===== src/design/gtg_pkg.sv =====
// ----------------------------------------------------------------------------
// gtg_pkg: shared types and constants of the go-to-goal controller
// Payload structs, controller states, register indexes and CORDIC tables.
// ----------------------------------------------------------------------------
`default_nettype none

package gtg_pkg;

  typedef struct packed {
    logic               op;
    logic signed [31:0] pos_x;
    logic signed [31:0] pos_y;
    logic signed [15:0] yaw;
  } gtg_in_t;

  typedef struct packed {
    logic [30:0]        linear_velocity;
    logic signed [31:0] angular_velocity;
    logic [6:0]         progress_percent;
    logic               goal_reached;
    logic               goal_active;
  } gtg_out_t;

  typedef enum logic [3:0] {
    S_IDLE, S_ROT, S_MUL0, S_MUL1, S_DIST, S_WRAP, S_MULA, S_MULB, S_FIN, S_DIV, S_OUT
  } gtg_state_t;

  typedef struct packed {
    logic goal_wr;
    logic load;
    logic rot;
    logic mul0;
    logic mul1;
    logic dist_ld;
    logic wrap;
    logic mula;
    logic mulb;
    logic fin;
    logic div;
    logic out_load;
  } gtg_cmd_t;

  typedef struct packed {
    logic armed;
    logic div_needed;
  } gtg_stat_t;

  localparam logic OP_GOAL = 1'b0;
  localparam logic OP_TICK = 1'b1;

  localparam logic [2:0] REG_DIST_THR   = 3'd0;
  localparam logic [2:0] REG_ORIENT_THR = 3'd1;
  localparam logic [2:0] REG_LIN_GAIN   = 3'd2;
  localparam logic [2:0] REG_HEAD_GAIN  = 3'd3;
  localparam logic [2:0] REG_ORIENT_GAIN = 3'd4;

  localparam int ANG_PI     = 52707179;
  localparam int ANG_2PI    = 105414358;
  localparam logic [19:0] KINV_Q20 = 20'd636751;
  localparam int WRAP_STEPS = 6;
  localparam int DIV_STEPS  = 7;
  localparam logic [6:0] PROG_FULL = 7'd100;

  // Arctangent of 2^-i in units of 2^-24 rad.
  function automatic logic [24:0] atan_step(input logic [4:0] i);
    logic [24:0] r;
    r = '0;
    unique case (i)
      5'd0: r = 25'd13176795;
      5'd1: r = 25'd7778716;
      5'd2: r = 25'd4110060;
      5'd3: r = 25'd2086331;
      5'd4: r = 25'd1047214;
      5'd5: r = 25'd524117;
      5'd6: r = 25'd262123;
      5'd7: r = 25'd131069;
      5'd8: r = 25'd65536;
      default: begin
        if (i <= 5'd24) r = 25'd1 << (5'd24 - i);
      end
    endcase
    return r;
  endfunction

endpackage

`default_nettype wire


===== src/design/gtg_ctrl.sv =====
// ----------------------------------------------------------------------------
// gtg_ctrl: sequencer of the go-to-goal controller
// Walks armed ticks via CORDIC, scaling, wrapping, gains and optional division.
// ----------------------------------------------------------------------------
`default_nettype none

module gtg_ctrl
  import gtg_pkg::*;
#(
  parameter int CORDIC_STEPS = 16,
  parameter int CW = $clog2(CORDIC_STEPS)
) (
  input  wire logic      clk,
  input  wire logic      rst_n,
  input  wire logic      in_valid,
  input  wire logic      in_op,
  output logic           in_ready,
  output logic           out_valid,
  input  wire logic      out_ready,
  input  wire gtg_stat_t stat,
  output gtg_cmd_t       cmd,
  output logic [CW-1:0]  step
);

  gtg_state_t    st_r, st_nxt;
  logic [CW-1:0] cnt_r, cnt_nxt;
  logic          out_valid_r, out_valid_nxt;
  logic          accept, out_free;

  assign accept   = in_valid && in_ready;
  assign out_free = !out_valid_r || out_ready;

  always_comb begin
    st_nxt = st_r;
    unique case (st_r)
      S_IDLE: begin
        if (in_valid && in_op == OP_TICK) st_nxt = stat.armed ? S_ROT : S_OUT;
      end
      S_ROT:  if (cnt_r == CW'(CORDIC_STEPS - 1)) st_nxt = S_MUL0;
      S_MUL0: st_nxt = S_MUL1;
      S_MUL1: st_nxt = S_DIST;
      S_DIST: st_nxt = S_WRAP;
      S_WRAP: if (cnt_r == CW'(WRAP_STEPS - 1)) st_nxt = S_MULA;
      S_MULA: st_nxt = S_MULB;
      S_MULB: st_nxt = S_FIN;
      S_FIN:  st_nxt = stat.div_needed ? S_DIV : S_OUT;
      S_DIV:  if (cnt_r == CW'(DIV_STEPS - 1)) st_nxt = S_OUT;
      S_OUT:  if (out_free) st_nxt = S_IDLE;
      default: st_nxt = S_IDLE;
    endcase
  end

  always_comb begin
    cmd          = '0;
    in_ready     = (st_r == S_IDLE);
    cmd.goal_wr  = accept && in_op == OP_GOAL;
    cmd.load     = accept && in_op == OP_TICK;
    cmd.rot      = (st_r == S_ROT);
    cmd.mul0     = (st_r == S_MUL0);
    cmd.mul1     = (st_r == S_MUL1);
    cmd.dist_ld  = (st_r == S_DIST);
    cmd.wrap     = (st_r == S_WRAP);
    cmd.mula     = (st_r == S_MULA);
    cmd.mulb     = (st_r == S_MULB);
    cmd.fin      = (st_r == S_FIN);
    cmd.div      = (st_r == S_DIV);
    cmd.out_load = (st_r == S_OUT) && out_free;
  end

  assign cnt_nxt       = (st_nxt == st_r) ? cnt_r + CW'(1) : '0;
  assign out_valid_nxt = cmd.out_load || (out_valid_r && !out_ready);

  always_ff @(posedge clk) begin
    if (!rst_n) begin
      st_r        <= S_IDLE;
      cnt_r       <= '0;
      out_valid_r <= 1'b0;
    end else begin
      st_r        <= st_nxt;
      cnt_r       <= cnt_nxt;
      out_valid_r <= out_valid_nxt;
    end
  end

  assign step      = cnt_r;
  assign out_valid = out_valid_r;

`ifndef SYNTHESIS
  a_idle_tick: assert property (@(posedge clk) disable iff (!rst_n)
    accept && in_op == OP_TICK && !stat.armed |=> st_r == S_OUT)
    else $error("idle tick did not go straight to output");
  a_goal_arms: assert property (@(posedge clk) disable iff (!rst_n)
    accept && in_op == OP_GOAL |=> stat.armed)
    else $error("goal write did not arm the controller");
  a_cordic_len: assert property (@(posedge clk) disable iff (!rst_n)
    st_r == S_ROT && cnt_r == CW'(CORDIC_STEPS - 1) |=> st_r == S_MUL0)
    else $error("CORDIC ran a wrong number of steps");
  a_out_hold: assert property (@(posedge clk) disable iff (!rst_n)
    st_r == S_OUT && out_valid_r && !out_ready |=> st_r == S_OUT && out_valid_r)
    else $error("result overwrote an untaken beat");
`endif

endmodule

`default_nettype wire

===== config.mk =====
export PLATFORM = sky130hd
export DESIGN_NAME = gtg_ctrl
export DESIGN_NICKNAME = d
export VERILOG_FILES = /design/src/design/gtg_pkg.sv /design/src/design/gtg_ctrl.sv
export SDC_FILE = /design/constraint.sdc
export NUM_CORES = 1
export LEC_CHECK = 0
export ABC_AREA = 1
export BUFFER_PORTS_ARGS = -buffer_cell sky130_fd_sc_hd__buf_2
export CORE_MARGIN = 1
export CORE_UTILIZATION = 47
export CTS_BUF_LIST = sky130_fd_sc_hd__clkbuf_4 sky130_fd_sc_hd__clkbuf_8 sky130_fd_sc_hd__clkbuf_16
export DETAILED_ROUTE_END_ITERATION = 12
export PLACE_DENSITY = 0.78
export RECOVER_POWER = 100
export SLEW_MARGIN = 0
export SYNTH_ARGS = -nofsm -noshare
export SYNTH_HDL_FRONTEND = slang
export SYNTH_SLANG_ARGS = --single-unit

===== constraint.sdc =====
create_clock -name clk -period 4 [get_ports clk]
set_input_delay 0.8 -clock clk [delete_from_list [all_inputs] [get_ports clk]]
set_output_delay 0.8 -clock clk [all_outputs]
set_load 0.005 [all_outputs]

Word-level counts from Yosys, hierarchy flattened. Index checks and enable logic that the tools add are counted.

Add/subtract/negate cells: 1. $mul: 0. Div/mod/pow operators: 0. Order comparisons: 0. Eq/ne operators: 14. Shift operators: 0. Mux-type cells: 8. Bitwise gates (word level): 1. Reduce and logical (&&, ||, !) cells: 12.

Operator list (count): case mux 4 bit (11 select lines) (1); equality test 4 x 3 -> 1 bit, second input constant (6); two-way mux 4 bit (6); equality test 4 bit, second input constant (4); equality test 4 x 2 -> 1 bit, second input constant (2); logical AND 1 bit (6); adder 4 x 1 -> 4 bit, second input constant (1); equality test 4 x 1 -> 1 bit, second input constant (1); equality test 4 bit (1); zero test 4 bit (1); zero test 1 bit (2); logical OR 1 bit (2); two-way mux 2 bit (1); AND reduction 2 bit (1); NOT 1 bit (1).

Register bits after elaboration: 9. Bits in latches: 0. RAM bits: 0. Memory bits (read-only): 0. Input bits: 7. Output and inout port bits: 18. Logic and storage cells: 39. Memories: 0.

Depth between registers and ports, before layout. Gate-level depths: netlist (run 1).

Word-level depth: 6. Depth in mapped cells: 11. Mapped depth without buffers: 11.

Worst setup path before layout (run 1). OpenSTA, ideal clock, no wires.

Path kind: input to output. From: input port out_ready. To: output port cmd[0] in the netlist's numbering. Data arrival time: 1.047 ns. Required time: 3.200 ns. Path slack: 2.153 ns. Cell stages on the path: 2. Path buffers: 0. Cells stage by stage: nor2_1 > nor3_1.

RTL lines: start: declaration (line gtg_ctrl.sv:19) `input wire logic out_ready,`; end: declaration (line gtg_ctrl.sv:21) `output gtg_cmd_t cmd,`.

==> summary.md, run 1 <==
| Metric | Value |
|---|---|
| Status | `finished clean` |
| Most used DFF post-synth | `dfxtp_1` |
| First-pass GRT wire length | `2.24 mm` |
| Count leader, synth | `nor2_1` |
| Die width | `40.0 microns` |
| Clk sink count | `9` |
| Leading area contributor after synthesis | `dfxtp_1` |
| Core area | `1320 sq um` |
| Post-DP Area | `817 sq um` |
| Clock power share | `15.0%` |
| H-tree Lvls | `1` |
| Hpwl dp | `1.30 mm` |
| CTS resizes | `0` |
| Worst-path clk slew | `0.05 ns` |
| CTS Buf Count | `3` |
| Hold Path Class | `reg -> reg` |
| Synth area leaders | `dfxtp_1 27%, nor2_1 15%, nand2_1 14%, nand3_1 8.1%, ha_1 5.5%` |
| Yosys reg bits | `9` |
| Post-Syn Area per Cell | `6.00 sq um` |
| Period Utilization, post-route | `52.6%` |
| Die Height | `40.0 microns` |
| Setup slack, reg-to-reg | `2.42 ns` |
| Final TNS setup | `0 ns` |
| Layout cell share with drive strength beyond 1 | `19.9%` |
| Final Wtd Congestion | `0.892` |
| DR vias | `760` |
| CP startpoint | `st_r[3]` |
| DRT Pass-1 Iters | `4` |
| Reg-to-Reg Start | `st_r[0]` |
| Total Wirelength | `1.53 mm` |
| Post-synth cell types | `20` |
| Post-CTS setup buffer count | `0` |
| Cts hold-fix bufs | `0` |
| Slew @ Worst Pin | `0.305 ns` |
| Worst Path Arrival | `1.30 ns` |
| Final #Nets | `152` |
| Max Cap Viol | `0` |
| Clock Tree Buf Depth | `2` |
| Gr usage total | `20.3%` |
| List of most frequent post-synthesis cells | `28 x nor2_1, 25 x nand2_1, 11 x nand3_1` |
| P_int | `0.248 mW` |
| Area of the die | `1600 sq um` |
| ANT nets after route | `0` |
| EDFF count, synth | `0` |
| Gate power share | `56.0%` |
| WL/cell | `9.79 microns` |
| Finished Cell Area | `823 sq um` |
| DRC viols | `0` |
| Vias in the first global route | `576` |
| Final Hold Viols | `0` |
| Sequential fraction of the synthesis area | `26.6%` |
| Num ports | `25` |
| Register-to-Register Path Depth | `10` |
| Syn Nets | `123` |
| Initial Utilization | `51.5%` |
| Core Util, Final | `62.5%` |
| CP Class | `reg -> out` |
| TritonCTS clock tree | `built` |
| Switching power | `0.226 mW` |
| Crit path max fanout | `6` |
| Switching share of power | `47.7%` |
| Sequential Power Share | `29.0%` |
| Worst Setup End Kind | `output pin` |
| Slew Viols, Final | `0` |
| FILL cells | `137` |
| Leak | `0.433 nW` |
| Post-Syn Area | `678 sq um` |
| Syn-to-layout area delta | `21.4%` |
| Unrepaired setup endpoints after global routing | `no` |
| Antenna Cells | `0` |
| Worst r2r dst | `step[0]` |
| Pin count of the biggest net entering global routing | `8` |
| Maximum VDD drop | `0.407 mV` |
| Via density per instance | `4.87` |
| Synth top area share | `26.6%` |
| Fin crit period | `2.10 ns` |
| DR iter-0 viols | `23` |
| Headroom to the max-slew limit | `79.7%` |
| Synthesis Warnings | `0` |
| Setup Skew | `0.000592 ns` |
| Gr ovfl total | `0` |
| CP required | `3.20 ns` |
| FFs w/ async S/R, synth | `0%` |
| PortBufs | `24` |
| Clk_lat worst skew | `0.25 ns` |
| Achievable Freq | `476 MHz` |
| Gate Count Post-Synth | `113` |
| Cell Rows | `13` |
| Final setup vio count | `0` |
| Setup crit end | `cmd[11]` |
| CP Launch Type | `flip-flop` |
| Root buffer cell | `clkbuf_4` |
| Initial antenna violation count | `0` |
| Power per cell area | `575 nW/um^2` |
critical path: stages, from the launching register on:
cell	delay, ns
dfxtp_1	0.36
nor2_1	0.23
nand2_2	0.10
inv_1	0.12
nand2_1	0.06
nor2_1	0.08
clkbuf_1	0.12
sequential cells by signal, indices dropped and copies added (netlist names):
register and cells:
step 4, out_valid 1, st_r 4
how the worst min path moves through the flow:
stage | cells past startpoint | to | from
2_1_floorplan | 1 | step[0] | step[0]
3_3_place_gp | 1 | step[0] | step[0]
3_5_place_dp | 1 | step[0] | step[0]
4_1_cts | 1 | step[0] | step[0]
5_1_grt | 1 | step[0] | step[0]
6_report | 1 | step[0] | step[0]
layout by cell type, fill, tap and decap left out, drive strengths merged:
| master | n |
|---|---|
| nor3 | 1 |
| clkbuf | 15 |
| xnor2 | 1 |
| nand3 | 12 |
| o21a | 1 |
| inv | 14 |
| nor2 | 34 |
| nand4 | 1 |
| o21ai | 3 |
| nand2 | 30 |
| ha | 3 |
| a21oi | 3 |
| buf | 13 |
| xor2 | 1 |
| dfxtp | 9 |
cell type report:
class,instances,area (sq um),share of cell area (%)
clock buffers,4,30.0,3.65
repair buffers,24,108,13.1
multi-input cells,90,434,52.7
inverters,14,52.6,6.38
flip-flops and latches,9,180,21.9
well taps,15,18.8,2.28
power by group through the flow:
stage | clock network [mW] | registers, mW | logic (mW)
floorplan | 0 | 0.135 | 0.210
global placement | 0 | 0.139 | 0.276
detailed placement | 0 | 0.141 | 0.280
CTS | 0.0752 | 0.139 | 0.281
global route | 0.0803 | 0.140 | 0.304
finish | 0.0710 | 0.137 | 0.265
through the flow:
step	setup WS (ns)	std cells	power (mW)	hold slack (ns)
global placement	1.95	152	0.415	0.487
finish	1.90	156	0.473	0.515
CTS	1.91	156	0.495	0.510
global route	1.74	156	0.524	0.549
detailed placement	1.94	152	0.421	0.498
floorplan	2.15	113	0.345	0.470
metal layers:
layer / vias to the layer above / routed length [microns] / track usage [%]
met4: 0 / 0 / 8.62
met3: 0 / 100 / 2.78
met1: 330 / 708 / 26.3
met2: 24 / 718 / 33.5
met5: - / 0 / 0
li1: 406 / - / -
cell families after synthesis:
kind of cell / share of synthesized area [%]
buffers and inverters: 7.75
DFF: 26.6
adders and majority gates: 5.54
and+or+nand+nor: 51.5
AOI/OAI and AO/OA: 6.09
xor gates and xnor gates: 2.58
No activity file was read; power rests on OpenSTA's default activity.
==> run 2, diff against run 1 <==
- CORE_UTILIZATION: 47 -> 42
- PLACE_DENSITY: 0.78 -> 0.73
- clock period: 4 -> 1.7 ns (I/O delays scaled with it)
==> run 2 against run 1 <==
Compared with the run above: final cell count rose by 0.64%; cell area rose by 1.1%; sequential power rose by 140%; utilization fell by 7.3 points; sequential share of layout area fell by 0.23 points; global-route usage fell by 1.6 points; via count fell by 2.5%; clock skew rose by 0.0034 ns; wire length rose by 2.4%; setup slack got worse by 1.8 ns; non-clock buffer count did not move; largest power group unchanged.
==> summary.md, run 2 (synthesis results as in run 1) <==
| Metric | Value |
|---|---|
| Worst Setup End Kind | `output pin` |
| First-pass GRT wire length | `2.59 mm (+16%)` |
| Hold WS | `0.298 ns (-0.216 ns)` |
| Die width | `42.2 microns (+5.5%)` |
| Hold Path Class | `in -> reg` |
| Worst-path clk slew | `0.06 ns (about the same)` |
| Period Utilization, post-route | `94.7%` |
| Clock power share | `15.7% (+0.7 points)` |
| Critical-path top delay cell | `dfxtp_1` |
| Commonest cells after routing, fill and taps aside | `30 x nor2_1, 27 x nand2_1, 18 x buf_2` |
| Pin count of the biggest net entering global routing | `8 (unchanged)` |
| FILL cells | `163 (+19%)` |
| Total Wirelength | `1.56 mm (+2.4%)` |
| Non-Filler Instances | `157 (+0.64%)` |
| Gr usage total | `18.7% (-1.6 points)` |
| Final #Nets | `152 (unchanged)` |
| WL/cell | `9.96 microns (+1.7%)` |
| Slew Viols, Final | `0 (unchanged)` |
| DRT Pass-1 Iters | `4 (unchanged)` |
| Headroom to the max-slew limit | `80.4% (+0.70 points)` |
| CP required | `1.36 ns (-1.84 ns)` |
| Cell Rows | `14 (+1)` |
| Crit-path max cell delay | `0.37 ns (about the same)` |
| Placed cell count | `153 (+0.66%)` |
| Final setup vio count | `0 (unchanged)` |
| Gate power share | `56.0% (about the same)` |
| Register Area | `180 sq um (unchanged)` |
| Power per cell area | `1390 nW/um^2 (+140%)` |
| Die Height | `42.2 microns (+5.5%)` |
| Switching share of power | `48.1% (+0.42 points)` |
| DR vias | `741 (-2.5%)` |
| Switching power | `0.555 mW (+150%)` |
| Cts hold-fix bufs | `0 (unchanged)` |
| Slew @ Worst Pin | `0.294 ns (-0.0109 ns)` |
| Num ports | `25 (unchanged)` |
| Commonest non-fill, non-tap cell in the layout | `nor2_1` |
| Critical path's top delay family | `simple AND/OR/NAND/NOR gates` |
| Root buffer cell | `clkbuf_4` |
| WP buf/inv | `2 (unchanged)` |
| Worst r2r dst | `step[2]` |
| Vias in the first global route | `680 (+18%)` |
| Area of the die | `1780 sq um (+11%)` |
| TritonCTS clock tree | `built` |
| Unrepaired setup endpoints after global routing | `yes` |
| Min-Delay Startpoint | `rst_n` |
| Initial antenna violation count | `0 (unchanged)` |
| P_int | `0.599 mW (+140%)` |
| Instance count on the critical path | `6 (unchanged)` |
| Hold Path Stages | `2 (+1)` |
| Initial Utilization | `45.0% (-6.5 points)` |
| CP cell instances | `nor2_1 -> nand2_2 -> inv_2 -> nand2_1 -> nor2_1 -> buf_2` |
| DRC viols | `0 (unchanged)` |
| Multi-input gate area | `435 sq um (+0.29%)` |
| Setup slack, reg-to-reg | `0.19 ns (-2.23 ns)` |
| Clk sink count | `9 (unchanged)` |
| Leak | `0.454 nW (+4.9%)` |
| Status | `finished clean` |
| Hpwl dp | `1.33 mm (+2.8%)` |
| Finished Cell Area | `832 sq um (+1.1%)` |
| Crit path max fanout | `6 (unchanged)` |
| Gr ovfl total | `0 (unchanged)` |
| PortBufs | `24 (unchanged)` |
| Layout cell share with drive strength beyond 1 | `24.8% (+5.0 points)` |
| Final Wtd Congestion | `0.917 (+2.8%)` |
| Fin crit period | `1.61 ns` |
| CP Class | `reg -> out` |
| Reg-to-Reg Start | `st_r[1]` |
| Clock Tree Buf Depth | `2 (unchanged)` |
| Max Cap Viol | `0 (unchanged)` |
| ANT nets after route | `0 (unchanged)` |
| Antenna Cells | `0 (unchanged)` |
| DR iter-0 viols | `13 (-43%)` |
| Syn-to-layout area delta | `22.7%` |
| CTS Buf Count | `3 (unchanged)` |
| Via density per instance | `4.72 (-3.1%)` |
| Clk_lat worst skew | `0.26 ns (about the same)` |
| Setup Skew | `0.00400 ns (+0.00341 ns)` |
| Sequential Power Share | `28.3% (-0.7 points)` |
| Post-DP Area | `818 sq um (+0.15%)` |
| Post-CTS setup buffer count | `0 (unchanged)` |
| CP most frequent cell | `nor2_1` |
| H-tree Lvls | `1 (unchanged)` |
| Maximum VDD drop | `0.912 mV (+120%)` |
| Core area | `1510 sq um (+14%)` |
| Worst Path Arrival | `1.27 ns (-0.03 ns)` |
| Final Hold Viols | `0 (unchanged)` |
| Achievable Freq | `621 MHz` |
| Hold Path End | `st_r[2]` |
| Register-to-Register Path Depth | `10 (unchanged)` |
| CP Launch Type | `flip-flop` |
[run 2: changes by cell type in the layout (fill, tap and decap cells not counted), moves of 2 or more]
cell,before,now
inv_1,14,11
inv_2,0,3
clkbuf_1,10,5
buf_2,13,18
nor2_1,28,30
nor2_2,5,3
[run 2: worst max path at each step]
stage	to	slack, ns	from
floorplan	step[0]	0.38	step[0]
global placement	step[0]	0.27	st_r[3]
detailed placement	step[2]	0.25	step[0]
CTS	cmd[11]	0.08	st_r[1]
global route	cmd[11]	-0.003	st_r[3]
finish	cmd[11]	0.09	st_r[3]
[run 2: what timing repair did]
action,CTS,global route
setup endpoints to repair,0,1
hold endpoints to repair,0,0
resized for setup,0,1
[run 2: stage by stage]
stage / worst slack, ns / utilization (%) / setup TNS [ns] / power, mW
after floorplan: 0.378 / - / 0 / 0.812
after global placement: 0.274 / 54.3 / 0 / 0.987
after detailed placement: 0.254 / 54.3 / 0 / 0.991
after CTS: 0.0764 / 56.3 / 0 / 1.17
after global routing: -0.00304 / 55.2 / -0.00447 / 1.28
final: 0.0904 / 55.2 / 0 / 1.15
[run 2: final cells by class]
class / instances / area share (%)
Clock buffer: 4 / 3.61
Tap cell: 16 / 2.41
Timing Repair Buffer: 24 / 13.7
Multi-Input combinational cell: 90 / 52.3
Inverter: 14 / 6.32
Sequential cell: 9 / 21.7
[run 2: routing by layer]
metal,part of all wire (%),up-vias,GRT usage (%),routed length [microns]
met5,0,-,0,0
met1,49,315,23.9,771
met3,3.1,4,4.74,48
met2,45,14,29.2,710
li1,-,408,-,-
met4,2.1,0,8.75,33
[run 2: power groups by stage]
| stage | clock network [mW] | registers [mW] | logic, mW |
|---|---|---|---|
| 3_3_place_gp | 0 | 0.329 | 0.658 |
| 6_report | 0.181 | 0.327 | 0.647 |
| 5_1_grt | 0.195 | 0.336 | 0.747 |
| 2_1_floorplan | 0 | 0.318 | 0.494 |
| 4_1_cts | 0.181 | 0.325 | 0.665 |
| 3_5_place_dp | 0 | 0.330 | 0.662 |
[run 2: worst register-to-register path, delay by kind of cell (launching register included)]
family	cells	cell delay, ns
buf+inv	1	0.14
flops	1	0.49
simple gates	9	0.81
==> run 3, diff against run 2 <==
- RECOVER_POWER: 100 -> default
==> run 3 against run 2 <==
Compared with the run above: clock power about the same; sequential cell count unchanged; register-to-register slack is essentially flat; non-clock buffer count stayed put; total power up 2.2%; critical path depth stayed put; die area is the same; global-route usage unchanged; setup slack gained 0.0053 ns; critical path type unchanged; cell area increased by 2.6%; utilization rose by 1.4 points; critical endpoint unchanged; sequential share of layout area decreased by 0.54 points.
==> summary.md, run 3 (synthesis results as in run 1) <==
| Metric | Value |
|---|---|
| DR vias | `745 (+0.54%)` |
| DRC viols | `0 (unchanged)` |
| Power per cell area | `1380 nW/um^2 (-0.36%)` |
| DRT Pass-1 Iters | `4 (unchanged)` |
| Headroom to the max-slew limit | `77.6% (-2.8 points)` |
| Crit path max fanout | `6 (unchanged)` |
| Gr ovfl total | `0 (unchanged)` |
| Cell Rows | `14 (unchanged)` |
| Reg-to-Reg Start | `st_r[3]` |
| PortBufs | `24 (unchanged)` |
| CP Launch Type | `flip-flop` |
| Die width | `42.2 microns (unchanged)` |
| Achievable Freq | `623 MHz (+0.33%)` |
| Worst Setup End Kind | `output pin` |
| Status | `finished clean` |
| Fin worst setup slack | `0.0957 ns (+0.00529 ns)` |
| Antenna Cells | `0 (unchanged)` |
| CTS Buf Count | `3 (unchanged)` |
| Tot Pwr | `1.18 mW (+2.2%)` |
| Pin count of the biggest net entering global routing | `8 (unchanged)` |
| Clock Tree Buf Depth | `2 (unchanged)` |
| Final #Nets | `152 (unchanged)` |
| CTS resizes | `0 (unchanged)` |
| Worst-path clk slew | `0.06 ns (about the same)` |
| Pre-CTS setup slack | `0.254 ns (unchanged)` |
| Vias in the first global route | `680 (unchanged)` |
| Initial antenna violation count | `0 (unchanged)` |
| Setup Skew | `0.00330 ns (-0.000701 ns)` |
| Syn-to-layout area delta | `25.8%` |
| Root buffer cell | `clkbuf_4` |
| Post-CTS setup buffer count | `0 (unchanged)` |
| Final setup vio count | `0 (unchanged)` |
| Post-DP Area | `818 sq um (unchanged)` |
| Initial Utilization | `45.0% (unchanged)` |
| Slew Viols, Final | `0 (unchanged)` |
| Gr usage total | `18.7% (unchanged)` |
| Area of the die | `1780 sq um (unchanged)` |
| Final Wtd Congestion | `0.917 (unchanged)` |
| Num ports | `25 (unchanged)` |
| Hold WS | `0.300 ns (+0.00147 ns)` |
| Setup slack, reg-to-reg | `0.20 ns (about the same)` |
| Slew @ Worst Pin | `0.336 ns (+0.0422 ns)` |
| Final TNS setup | `0 ns (unchanged)` |
| Period Utilization, post-route | `94.4% (-0.31 points)` |
| Leak | `0.477 nW (+5.1%)` |
| CP required | `1.36 ns (about the same)` |
| Final Hold Viols | `0 (unchanged)` |
| Worst Path Arrival | `1.26 ns (about the same)` |
| Layout cell share with drive strength beyond 1 | `31.9% (+7.1 points)` |
| Hold Path Class | `in -> reg` |
| Commonest cells after routing, fill and taps aside | `28 x nor2_1, 25 x nand2_1, 24 x buf_2` |
| Finished Cell Area | `853 sq um (+2.6%)` |
| Core area | `1510 sq um (unchanged)` |
| Total Wirelength | `1.57 mm (+0.64%)` |
| Die Height | `42.2 microns (unchanged)` |
| DR iter-0 viols | `15 (+2)` |
| Cts hold-fix bufs | `0 (unchanged)` |
| FILL cells | `153 (-6.1%)` |
| Clk sink count | `9 (unchanged)` |
| Setup crit end | `cmd[11]` |
| Register-to-Register Path Depth | `9 (-1)` |
| Clk_lat worst skew | `0.26 ns (about the same)` |
| CP Class | `reg -> out` |
| Max Cap Viol | `0 (unchanged)` |
| CP startpoint | `st_r[3]` |
| Worst r2r dst | `step[2]` |
| Fin crit period | `1.60 ns (-0.00529 ns)` |
| First-pass GRT wire length | `2.59 mm (unchanged)` |
| Hpwl dp | `1.33 mm (unchanged)` |
| Maximum VDD drop | `0.940 mV (+3.1%)` |
| TritonCTS clock tree | `built` |
| H-tree Lvls | `1 (unchanged)` |
| ANT nets after route | `0 (unchanged)` |
| Via density per instance | `4.75 (+0.54%)` |
| Commonest non-fill, non-tap cell in the layout | `nor2_1` |
| Unrepaired setup endpoints after global routing | `yes` |
| WL/cell | `10.0 microns (+0.64%)` |
## run 3: cell count changes in the layout (fill, tap and decap cells not counted), moves of 2 or more
cell	before	now
nand2_1	27	25
nor2_1	30	28
clkbuf_1	5	0
buf_2	18	24
nand2_2	3	5
## run 3: worst min path at each step
stage	startpoint	end	slack (ns)	cells after the start
global placement	step[0]	step[0]	0.48	1
floorplan	rst_n	st_r[2]	0.46	1
CTS	rst_n	st_r[2]	0.30	2
finish	rst_n	st_r[2]	0.30	2
detailed placement	step[0]	step[0]	0.49	1
global route	rst_n	st_r[2]	0.30	2
## run 3: critical path, stage by stage (launching register included)
cell,delay (ns)
dfxtp_1,0.37
nor2_1,0.22
nand2_2,0.10
inv_2,0.09
nand2_1,0.05
nor2_1,0.07
buf_2,0.11
## run 3: final cells by class
class	instances	area, sq um	share of cell area (%)
multi-input cells	90	450	52.8
flip-flops and latches	9	180	21.1
repair buffers	24	120	14.1
inverters	14	52.6	6.16
clock buffers	4	30.0	3.52
well taps	16	20.0	2.35
## run 3: per-stage QoR
stage	std cells	utilization, %
global placement	153	54.3
detailed placement	153	54.3
CTS	157	56.3
floorplan	113	-
finish	157	56.6
global route	157	56.6
## run 3: layer usage
| layer | part of all wire [%] | wire [microns] | up-vias | track usage (%) |
|---|---|---|---|---|
| met4 | 1.3 | 21 | 0 | 8.75 |
| met2 | 47 | 735 | 14 | 29.2 |
| met1 | 47 | 745 | 322 | 23.9 |
| li1 | - | - | 407 | - |
| met3 | 4.5 | 70 | 2 | 4.74 |
| met5 | 0 | 0 | - | 0 |
## run 3: power by group
part / leakage, nW / switching, mW / total [mW] / internal, mW
clock network: 0.0184 / 0.0736 / 0.180 / 0.106
logic: 0.385 / 0.418 / 0.668 / 0.249
registers: 0.0733 / 0.0779 / 0.332 / 0.254
total: 0.477 / 0.570 / 1.18 / 0.609
